[config.mk]
export PLATFORM = sky130hd
export DESIGN_NAME = ptbs_ctrl
export DESIGN_NICKNAME = d
export VERILOG_FILES = /design/src/rtl/ptbs_pkg.sv /design/src/rtl/ptbs_ctrl.sv
export SDC_FILE = /design/constraint.sdc
export NUM_CORES = 1
export LEC_CHECK = 0
export ABC_AREA = 1
export BUFFER_PORTS_ARGS = -buffer_cell sky130_fd_sc_hd__buf_2
export CAP_MARGIN = 25
export CORE_MARGIN = 2
export CORE_UTILIZATION = 52
export CTS_CLUSTER_DIAMETER = 50
export DETAILED_ROUTE_END_ITERATION = 10
export GPL_TIMING_DRIVEN = 1
export PLACE_DENSITY = 0.83
export SLEW_MARGIN = 30
export SYNTH_ARGS = -nofsm -noshare
export SYNTH_HDL_FRONTEND = slang
export SYNTH_SLANG_ARGS = --single-unit
[constraint.sdc]
create_clock -name clk_i -period 3.4 [get_ports clk_i]
set_clock_uncertainty 0.1 [all_clocks]
set_input_delay 1.02 -clock clk_i [delete_from_list [all_inputs] [get_ports clk_i]]
set_output_delay 1.02 -clock clk_i [all_outputs]
set_load 0.05 [all_outputs]
[src/rtl/ptbs_pkg.sv]
// ----------------------------------------------------------------------------
// ptbs_pkg
// Shared constants and controller/datapath types for the touched block set.
// ----------------------------------------------------------------------------
package ptbs_pkg;

  localparam int unsigned CAPACITY_DEF = 4096;
  localparam int unsigned MAX_SPAN_DEF = 4;

  localparam logic [31:0] HASH_P0 = 32'd73856093;
  localparam logic [31:0] HASH_P1 = 32'd19349669;
  localparam logic [31:0] HASH_P2 = 32'd83492791;

  // Register indexes on the configuration port
  localparam logic [1:0] REG_VOXEL_EDGE = 2'd0;
  localparam logic [1:0] REG_RESOLUTION = 2'd1;
  localparam logic [1:0] REG_TRUNC_DIST = 2'd2;

  localparam logic CMD_TOUCH = 1'b0;
  localparam logic CMD_CLEAR = 1'b1;

  localparam int unsigned VOXEL_W = 25;
  localparam int unsigned RES_W   = 7;
  localparam int unsigned TRUNC_W = 25;
  localparam int unsigned CFG_W   = 25;
  localparam int unsigned STORED_W = 13;

  // Divider: 35-bit dividend magnitude, 32-bit divisor
  localparam int unsigned DIV_NW = 35;
  localparam int unsigned DIV_DW = 32;
  localparam int unsigned DIV_CW = 6;

  localparam logic [1:0] STEP_X = 2'd0;
  localparam logic [1:0] STEP_Y = 2'd1;
  localparam logic [1:0] STEP_Z = 2'd2;

  typedef struct packed {
    logic       load_item;
    logic       clear_start;
    logic       div_prep;
    logic       div_start;
    logic       div_store;
    logic [1:0] div_axis;
    logic       div_hi;
    logic       span_calc;
    logic       hash_en;
    logic [1:0] hash_step;
    logic       probe_init;
    logic       mem_read;
    logic       probe_check;
    logic       out_load;
    logic       out_clear;
    logic       next_block;
    logic       sweep_step;
  } ptbs_cmd_t;

  typedef struct packed {
    logic div_done;
    logic probe_done;
    logic last_block;
    logic sweep_done;
    logic out_free;
  } ptbs_status_t;

endpackage

[src/rtl/ptbs_ctrl.sv]
// ----------------------------------------------------------------------------
// ptbs_ctrl
// Sequencer: range divisions, block walk, hash probe and set clearing.
// ----------------------------------------------------------------------------
module ptbs_ctrl
  import ptbs_pkg::*;
(
  input  logic         clk_i,
  input  logic         rst_ni,
  input  logic         in_valid_i,
  input  logic         in_command_i,
  output logic         in_stall_o,
  input  ptbs_status_t status_i,
  output ptbs_cmd_t    cmd_o
);

  localparam logic [3:0] S_SWEEP      = 4'd0;
  localparam logic [3:0] S_IDLE       = 4'd1;
  localparam logic [3:0] S_CLR_OUT    = 4'd2;
  localparam logic [3:0] S_DIV_PREP   = 4'd3;
  localparam logic [3:0] S_DIV_START  = 4'd4;
  localparam logic [3:0] S_DIV_WAIT   = 4'd5;
  localparam logic [3:0] S_DIV_STORE  = 4'd6;
  localparam logic [3:0] S_SPAN       = 4'd7;
  localparam logic [3:0] S_HASH       = 4'd8;
  localparam logic [3:0] S_PROBE_INIT = 4'd9;
  localparam logic [3:0] S_READ       = 4'd10;
  localparam logic [3:0] S_CHECK      = 4'd11;
  localparam logic [3:0] S_OUT        = 4'd12;

  logic [3:0] state_q, state_d;
  logic [2:0] dk_q, dk_d;
  logic [1:0] hs_q, hs_d;
  logic       accept;

  assign in_stall_o = state_q != S_IDLE;
  assign accept     = in_valid_i && (state_q == S_IDLE);

  always_comb begin
    state_d = state_q;
    dk_d    = dk_q;
    hs_d    = hs_q;
    cmd_o   = '0;
    cmd_o.div_axis  = dk_q[2:1];
    cmd_o.div_hi    = dk_q[0];
    cmd_o.hash_step = hs_q;
    case (state_q)
      S_SWEEP: begin
        cmd_o.sweep_step = 1'b1;
        if (status_i.sweep_done) state_d = S_IDLE;
      end
      S_IDLE: begin
        if (accept) begin
          if (in_command_i == CMD_CLEAR) begin
            cmd_o.clear_start = 1'b1;
            state_d = S_CLR_OUT;
          end else begin
            cmd_o.load_item = 1'b1;
            dk_d    = '0;
            state_d = S_DIV_PREP;
          end
        end
      end
      S_CLR_OUT: begin
        if (status_i.out_free) begin
          cmd_o.out_clear = 1'b1;
          state_d = S_SWEEP;
        end
      end
      S_DIV_PREP: begin
        cmd_o.div_prep = 1'b1;
        state_d = S_DIV_START;
      end
      S_DIV_START: begin
        cmd_o.div_start = 1'b1;
        state_d = S_DIV_WAIT;
      end
      S_DIV_WAIT: begin
        if (status_i.div_done) state_d = S_DIV_STORE;
      end
      S_DIV_STORE: begin
        cmd_o.div_store = 1'b1;
        if (dk_q == 3'd5) begin
          state_d = S_SPAN;
        end else begin
          dk_d    = dk_q + 3'd1;
          state_d = S_DIV_PREP;
        end
      end
      S_SPAN: begin
        cmd_o.span_calc = 1'b1;
        hs_d    = STEP_X;
        state_d = S_HASH;
      end
      S_HASH: begin
        cmd_o.hash_en = 1'b1;
        if (hs_q == STEP_Z) begin
          state_d = S_PROBE_INIT;
        end else begin
          hs_d = hs_q + 2'd1;
        end
      end
      S_PROBE_INIT: begin
        cmd_o.probe_init = 1'b1;
        state_d = S_READ;
      end
      S_READ: begin
        cmd_o.mem_read = 1'b1;
        state_d = S_CHECK;
      end
      S_CHECK: begin
        cmd_o.probe_check = 1'b1;
        state_d = status_i.probe_done ? S_OUT : S_READ;
      end
      S_OUT: begin
        if (status_i.out_free) begin
          cmd_o.out_load = 1'b1;
          if (status_i.last_block) begin
            state_d = S_IDLE;
          end else begin
            cmd_o.next_block = 1'b1;
            hs_d    = STEP_X;
            state_d = S_HASH;
          end
        end
      end
      default: state_d = S_IDLE;
    endcase
  end

  always_ff @(posedge clk_i or negedge rst_ni) begin
    if (!rst_ni) begin
      state_q <= S_SWEEP;
      dk_q    <= '0;
      hs_q    <= '0;
    end else begin
      state_q <= state_d;
      dk_q    <= dk_d;
      hs_q    <= hs_d;
    end
  end

endmodule

==> results of run 1 <==
-- flip-flops by register name, indices dropped and copies added, names as in the netlist --
register,count
state_q,4
hs_q,2
dk_q,3
-- per-stage QoR --
| stage | utilization | cell area (um^2) | worst slack [ps] | instances |
|---|---|---|---|---|
| after floorplan | - | 795 | 86.6 | 127 |
| final | 0.667 | 981 | 560 | 175 |
| after detailed placement | 0.649 | 955 | 561 | 171 |
| after CTS | 0.667 | 981 | 557 | 175 |
| after global placement | 0.649 | 955 | 577 | 171 |
| after global routing | 0.667 | 981 | 487 | 175 |
-- per-layer routing --
| layer | vias to the layer above | part of all wire |
|---|---|---|
| met5 | - | 0 |
| met4 | 0 | 0.018 |
| met3 | 4 | 0.032 |
| met2 | 20 | 0.48 |
| met1 | 377 | 0.47 |
| li1 | 467 | - |
-- synthesized netlist by cell type, drive strengths merged --
cell type	count
ha	3
nor2	21
mux2i	1
nand3	18
xor2	1
nor3	3
nand3b	2
nand2	43
dfrtp	9
inv	21
o22ai	1
nand4	4
-- worst paths after layout --
kind                         startpoint          to  depth (start not counted)
min reg2reg                     hs_q[1]     hs_q[1]                          2
min in group asynchronous        rst_ni     hs_q[0]                          1
max                        in_command_i   cmd_o[18]                          5
max reg2reg                  state_q[3]  state_q[2]                          6
max in group asynchronous        rst_ni  state_q[0]                          1
min                             hs_q[1]     hs_q[1]                          2
-- tightest hold or removal path, delay by kind of cell, from the launching register on --
family / cells / cell delay [ps]
flip-flops: 1 / 370
AND/OR/NAND/NOR: 2 / 110
-- area by class of cell --
| class | instances | area (um^2) | share of cell area |
|---|---|---|---|
| multi-input combinational | 97 | 490 | 0.500 |
| tap | 16 | 20.0 | 0.0204 |
| timing repair buffer | 28 | 140 | 0.143 |
| inverter | 21 | 78.8 | 0.0804 |
| clock buffer | 4 | 26.3 | 0.0268 |
| sequential | 9 | 225 | 0.230 |
-- kinds of logic (layout without fill, tap and decap cells) --
| family | Yosys count | count (layout) | synth area share |
|---|---|---|---|
| XOR/XNOR | 1 | 1 | 0.0110 |
| buffers and inverters | 21 | 53 | 0.0992 |
| AND/OR/NAND/NOR | 91 | 91 | 0.539 |
| flip-flops | 9 | 9 | 0.283 |
| adder cells (fa/ha/maj) | 3 | 3 | 0.0472 |
| multiplexers | 1 | 1 | 0.0126 |
| AO/OA/AOI/OAI | 1 | 1 | 0.00788 |
-- power by group through the flow --
stage / logic (mW) / registers, mW / clock network [mW]
floorplan: 0.444 / 0.237 / 0
global placement: 0.598 / 0.199 / 0
detailed placement: 0.611 / 0.200 / 0
CTS: 0.613 / 0.198 / 0.0783
global route: 0.673 / 0.206 / 0.0837
finish: 0.610 / 0.199 / 0.0752
==> out/results.ini, run 1 <==
[outcome]
status = complete, no violations

[setup_path]
worstPathArrival_ps = 1720
worstSetupPathType = input pin to output port
cp_top_family = buffers and inverters
cp-start-kind = input pin
end_kind = output port
required_ps = 2280
crit_chain = buf_2 -> inv_1 -> nand4_1 -> inv_1 -> buf_2
rrSetupSlack_ps = 1880
crit_buf_inv = 4
crit_slowest_cell = buf_2
max_stage_delay_ps = 260
critPathMaxFanout = 3

[clocking]
h-tree-depth = 1
clk_latency_ps = 250
hold_buffers = 0
cts_buffers = 3
clk_path_buf_depth = 2
clk_pin_slew_ps = 50
cts_root_buf = clkbuf_4
tritoncts = done
postCtsSetupRepairBufs = 0
clock-sinks = 9
cts_resized = 0

[floorplan]
die_x_um = 43.1
die_y_um = 43.1
rows = 14
pin_count = 29
die-area_um2 = 1860
core_um2 = 1470
initial_core_util = 0.540

[routing]
drtPass1Iterations = 4
vias_per_cell = 4.96
drcViolationCount = 0
first_iter_violations = 13
ant_nets = 0
vias = 868
routed_wl_mm = 1.77
wl_per_cell_um = 10.1

[placement]
dp_hpwl_mm = 1.53
place.gp.congestion = 0.979
io_buffers = 28

[pwr]
combPwrFrac = 0.690
net-switching-power_mw = 0.535
p_leak_nw = 0.642
internal-power_mw = 0.349
switching_share = 0.605
pwr-share-seq = 0.225
total_power_mw = 0.884
power.share.clock = 0.085
max-vdd-ir-drop_mv = 0.492
p_per_area_nw_per_um2 = 902

[cells_and_area]
layout_commonest_cell = nand2_1
layout_common_cells = nand2_1 (39), buf_2 (28), inv_1 (17), nand3_1 (17), nor2_1 (16)
nNetsFinal = 172
areaGrowthSynthToFinish_pct = 23.5
diodes = 0
fillCellCount = 149
drive_gt1_frac = 0.283

[flow_run]
drv_cap = 0

[sta]
setup_tns_ps = 0
fmax_mhz = 352
timing_worst_slew_pin_value_ps = 335
hold-worst-slack_ps = 412
rsz0062_at_grt = no
slew_headroom = 0.776
finalHoldViolCount = 0
setup_viol = 0
slew_violations = 0
period_minus_slack_ps = 2840
finalCritPeriodShare = 0.835

[yosys]
yosys-top-cells-area = dfrtp_1 (28%), nand2_1 (18%), nand3_1 (11%)
syn_avg_cell_area_um2 = 6.26
yosysTopAreaCell = dfrtp_1
seq_area_frac_synth = 0.283
syn-instance-count = 127
synth.net_count = 139
synth.distinct_cells = 17
netlist_area_um2 = 795
synth-seq-cells = 9
yosysTopAreaCellShare = 0.283
synth_warnings = 0

[global_routing]
grt-ovfl-total = 0
gr-usage-met2 = 0.355
grt_pass1_wl_mm = 3.07
busiest_layer = met2
grt_util_met3 = 0.0128
grt_pass1_vias = 806
antenna_found_initial = 0
grt_max_degree = 10
grt_util_all_layers = 0.212
gr-usage-met1 = 0.280

[hold_path]
hp-class = flip-flop to flip-flop

No activity file was read; power rests on OpenSTA's default activity.
==> inputs of run 2 (changes only) <==
Settings changed: CORE_UTILIZATION 52 to 48, PLACE_DENSITY 0.83 to 0.78.
Clock period 3.4 ns to 2.8 ns, I/O delays scaled along.
==> run 2 against run 1 <==
  * Sequential power up 23%
  * Non-clock buffer count unchanged
  * Setup slack worse by 330 ps
  * Critical endpoint unchanged
  * Highest routed layer unchanged
==> out/results.ini, run 2 (same netlist as run 1, synthesis figures left out) <==
[placement]
place.gp.congestion = 0.849  ; -13%
dp_hpwl_mm = 1.54  ; +0.77%
dp_slack_ps = 287  ; -274 ps
io_buffers = 28  ; unchanged

[sta]
finalHoldViolCount = 0  ; unchanged
slew_headroom = 0.797  ; +0.0206
period_minus_slack_ps = 2570
fmax_mhz = 389
worst_slack_ps = 227  ; -333 ps
rsz0062_at_grt = no
timing_worst_slew_pin_value_ps = 304  ; -30.9 ps
finalCritPeriodShare = 0.919
slew_violations = 0  ; unchanged
setup_viol = 0  ; unchanged

[setup_path]
crit_path_end = cmd_o[18]
rrSetupSlack_ps = 1280  ; -600 ps
worstSetupPathType = flip-flop to output port
crit_slowest_cell = dfrtp_1
worst-path-stages = 4  ; -1
cp_top_family = simple AND/OR/NAND/NOR gates
r2r_start = state_q[3]
worstReg2RegEnd = state_q[3]
end_kind = output port
required_ps = 1860  ; -420 ps
max_stage_delay_ps = 460  ; +200 ps
cp-start-kind = flip-flop
rr_worst_depth = 6  ; unchanged
crit_buf_inv = 2  ; -2
worstPathArrival_ps = 1630  ; -90 ps
startpoint = state_q[3]
critPathMaxFanout = 8  ; +5
crit_chain = nor2_2 -> nand4_1 -> inv_1 -> buf_2

[floorplan]
die_x_um = 44.7  ; +3.7%
die_y_um = 44.7  ; +3.7%
initial_core_util = 0.521  ; -0.0186
die-area_um2 = 2000  ; +7.5%
rows = 14  ; unchanged
core_um2 = 1520  ; +3.6%
pin_count = 29  ; unchanged

[flow_run]
drv_cap = 0  ; unchanged

[clocking]
clk_latency_ps = 250  ; about the same
hold_buffers = 0  ; unchanged
postCtsSetupRepairBufs = 0  ; unchanged
clock-sinks = 9  ; unchanged
cts_resized = 0  ; unchanged
cts_buffers = 3  ; unchanged
clk_path_buf_depth = 2  ; unchanged
clk_pin_slew_ps = 60  ; about the same
tritoncts = done
cts_root_buf = clkbuf_4
h-tree-depth = 1  ; unchanged

[routing]
drcViolationCount = 0  ; unchanged
ant_nets = 0  ; unchanged
drtPass1Iterations = 4  ; unchanged
vias_per_cell = 5.08  ; +2.4%
wl_per_cell_um = 10.5  ; +3.4%
vias = 889  ; +2.4%
first_iter_violations = 25  ; +12
routed_wl_mm = 1.83  ; +3.4%

[cells_and_area]
top_register = state_q
reg_top3 = state_q x4, dk_q x3, hs_q x2
diodes = 0  ; unchanged
nNetsFinal = 172  ; unchanged
areaGrowthSynthToFinish_pct = 24.1
layout_commonest_cell = nand2_1
final_util = 0.647  ; -0.0197
largest_reg_flops = 4  ; unchanged
drive_gt1_frac = 0.289  ; +0.00629
layout_common_cells = nand2_1 (39), buf_2 (28), inv_1 (17), nand3_1 (17), nor2_1 (16)

[pwr]
max-vdd-ir-drop_mv = 0.596  ; +21%
p_per_area_nw_per_um2 = 1090  ; +21%
p_leak_nw = 0.643  ; +0.18%

[global_routing]
grt_util_all_layers = 0.208  ; -0.00352
grt-ovfl-total = 0  ; unchanged
grt_pass1_wl_mm = 3.01  ; -2.0%
grt_pass1_vias = 745  ; -7.6%
antenna_found_initial = 0  ; unchanged
grt_max_degree = 10  ; unchanged

[outcome]
status = complete, no violations

[hold_path]
hp-class = input pin to async pin

## run 2: cell count changes in the layout (fill, tap and decap cells not counted)
cell	change
nor3_1	-1
nor3_2	+1
## run 2: stage by stage
step	hold slack (ps)	instances	power, mW	TNS, ps	cell area [um^2]
6_report	323	175	1.08	0	986
5_1_grt	330	175	1.18	0	986
4_1_cts	319	175	1.08	0	986
3_5_place_dp	428	171	0.985	0	960
3_3_place_gp	391	171	0.972	0	960
2_1_floorplan	444	127	0.829	-298	800
## run 2: how the worst min path moves through the flow
stage / start / end / depth (start not counted)
CTS: rst_ni / dk_q[0] / 1
finish: rst_ni / dk_q[0] / 1
global placement: hs_q[1] / hs_q[1] / 2
detailed placement: hs_q[0] / hs_q[0] / 2
global route: rst_ni / dk_q[1] / 1
floorplan: rst_ni / dk_q[0] / 0
## run 2: area by class of cell
class                           count  area [um^2]
Fill cell                         160          538
Sequential cell                     9          225
Clock buffer                        4         26.3
Timing Repair Buffer               28          140
Tap cell                           16         20.0
Multi-Input combinational cell     97          495
Inverter                           21         78.8
## run 2: metal layers
layer | vias up | GRT usage | wire, um
li1 | 461 | - | -
met1 | 402 | 0.256 | 797
met2 | 22 | 0.362 | 918
met3 | 4 | 0.0122 | 88
met4 | 0 | 0.109 | 30
met5 | - | 0 | 0
## run 2: report_power, final
group          leakage, nW  switching (mW)  internal [mW]
Sequential           0.120          0.0709          0.173
Clock               0.0150          0.0400         0.0546
Combinational        0.509           0.540          0.197
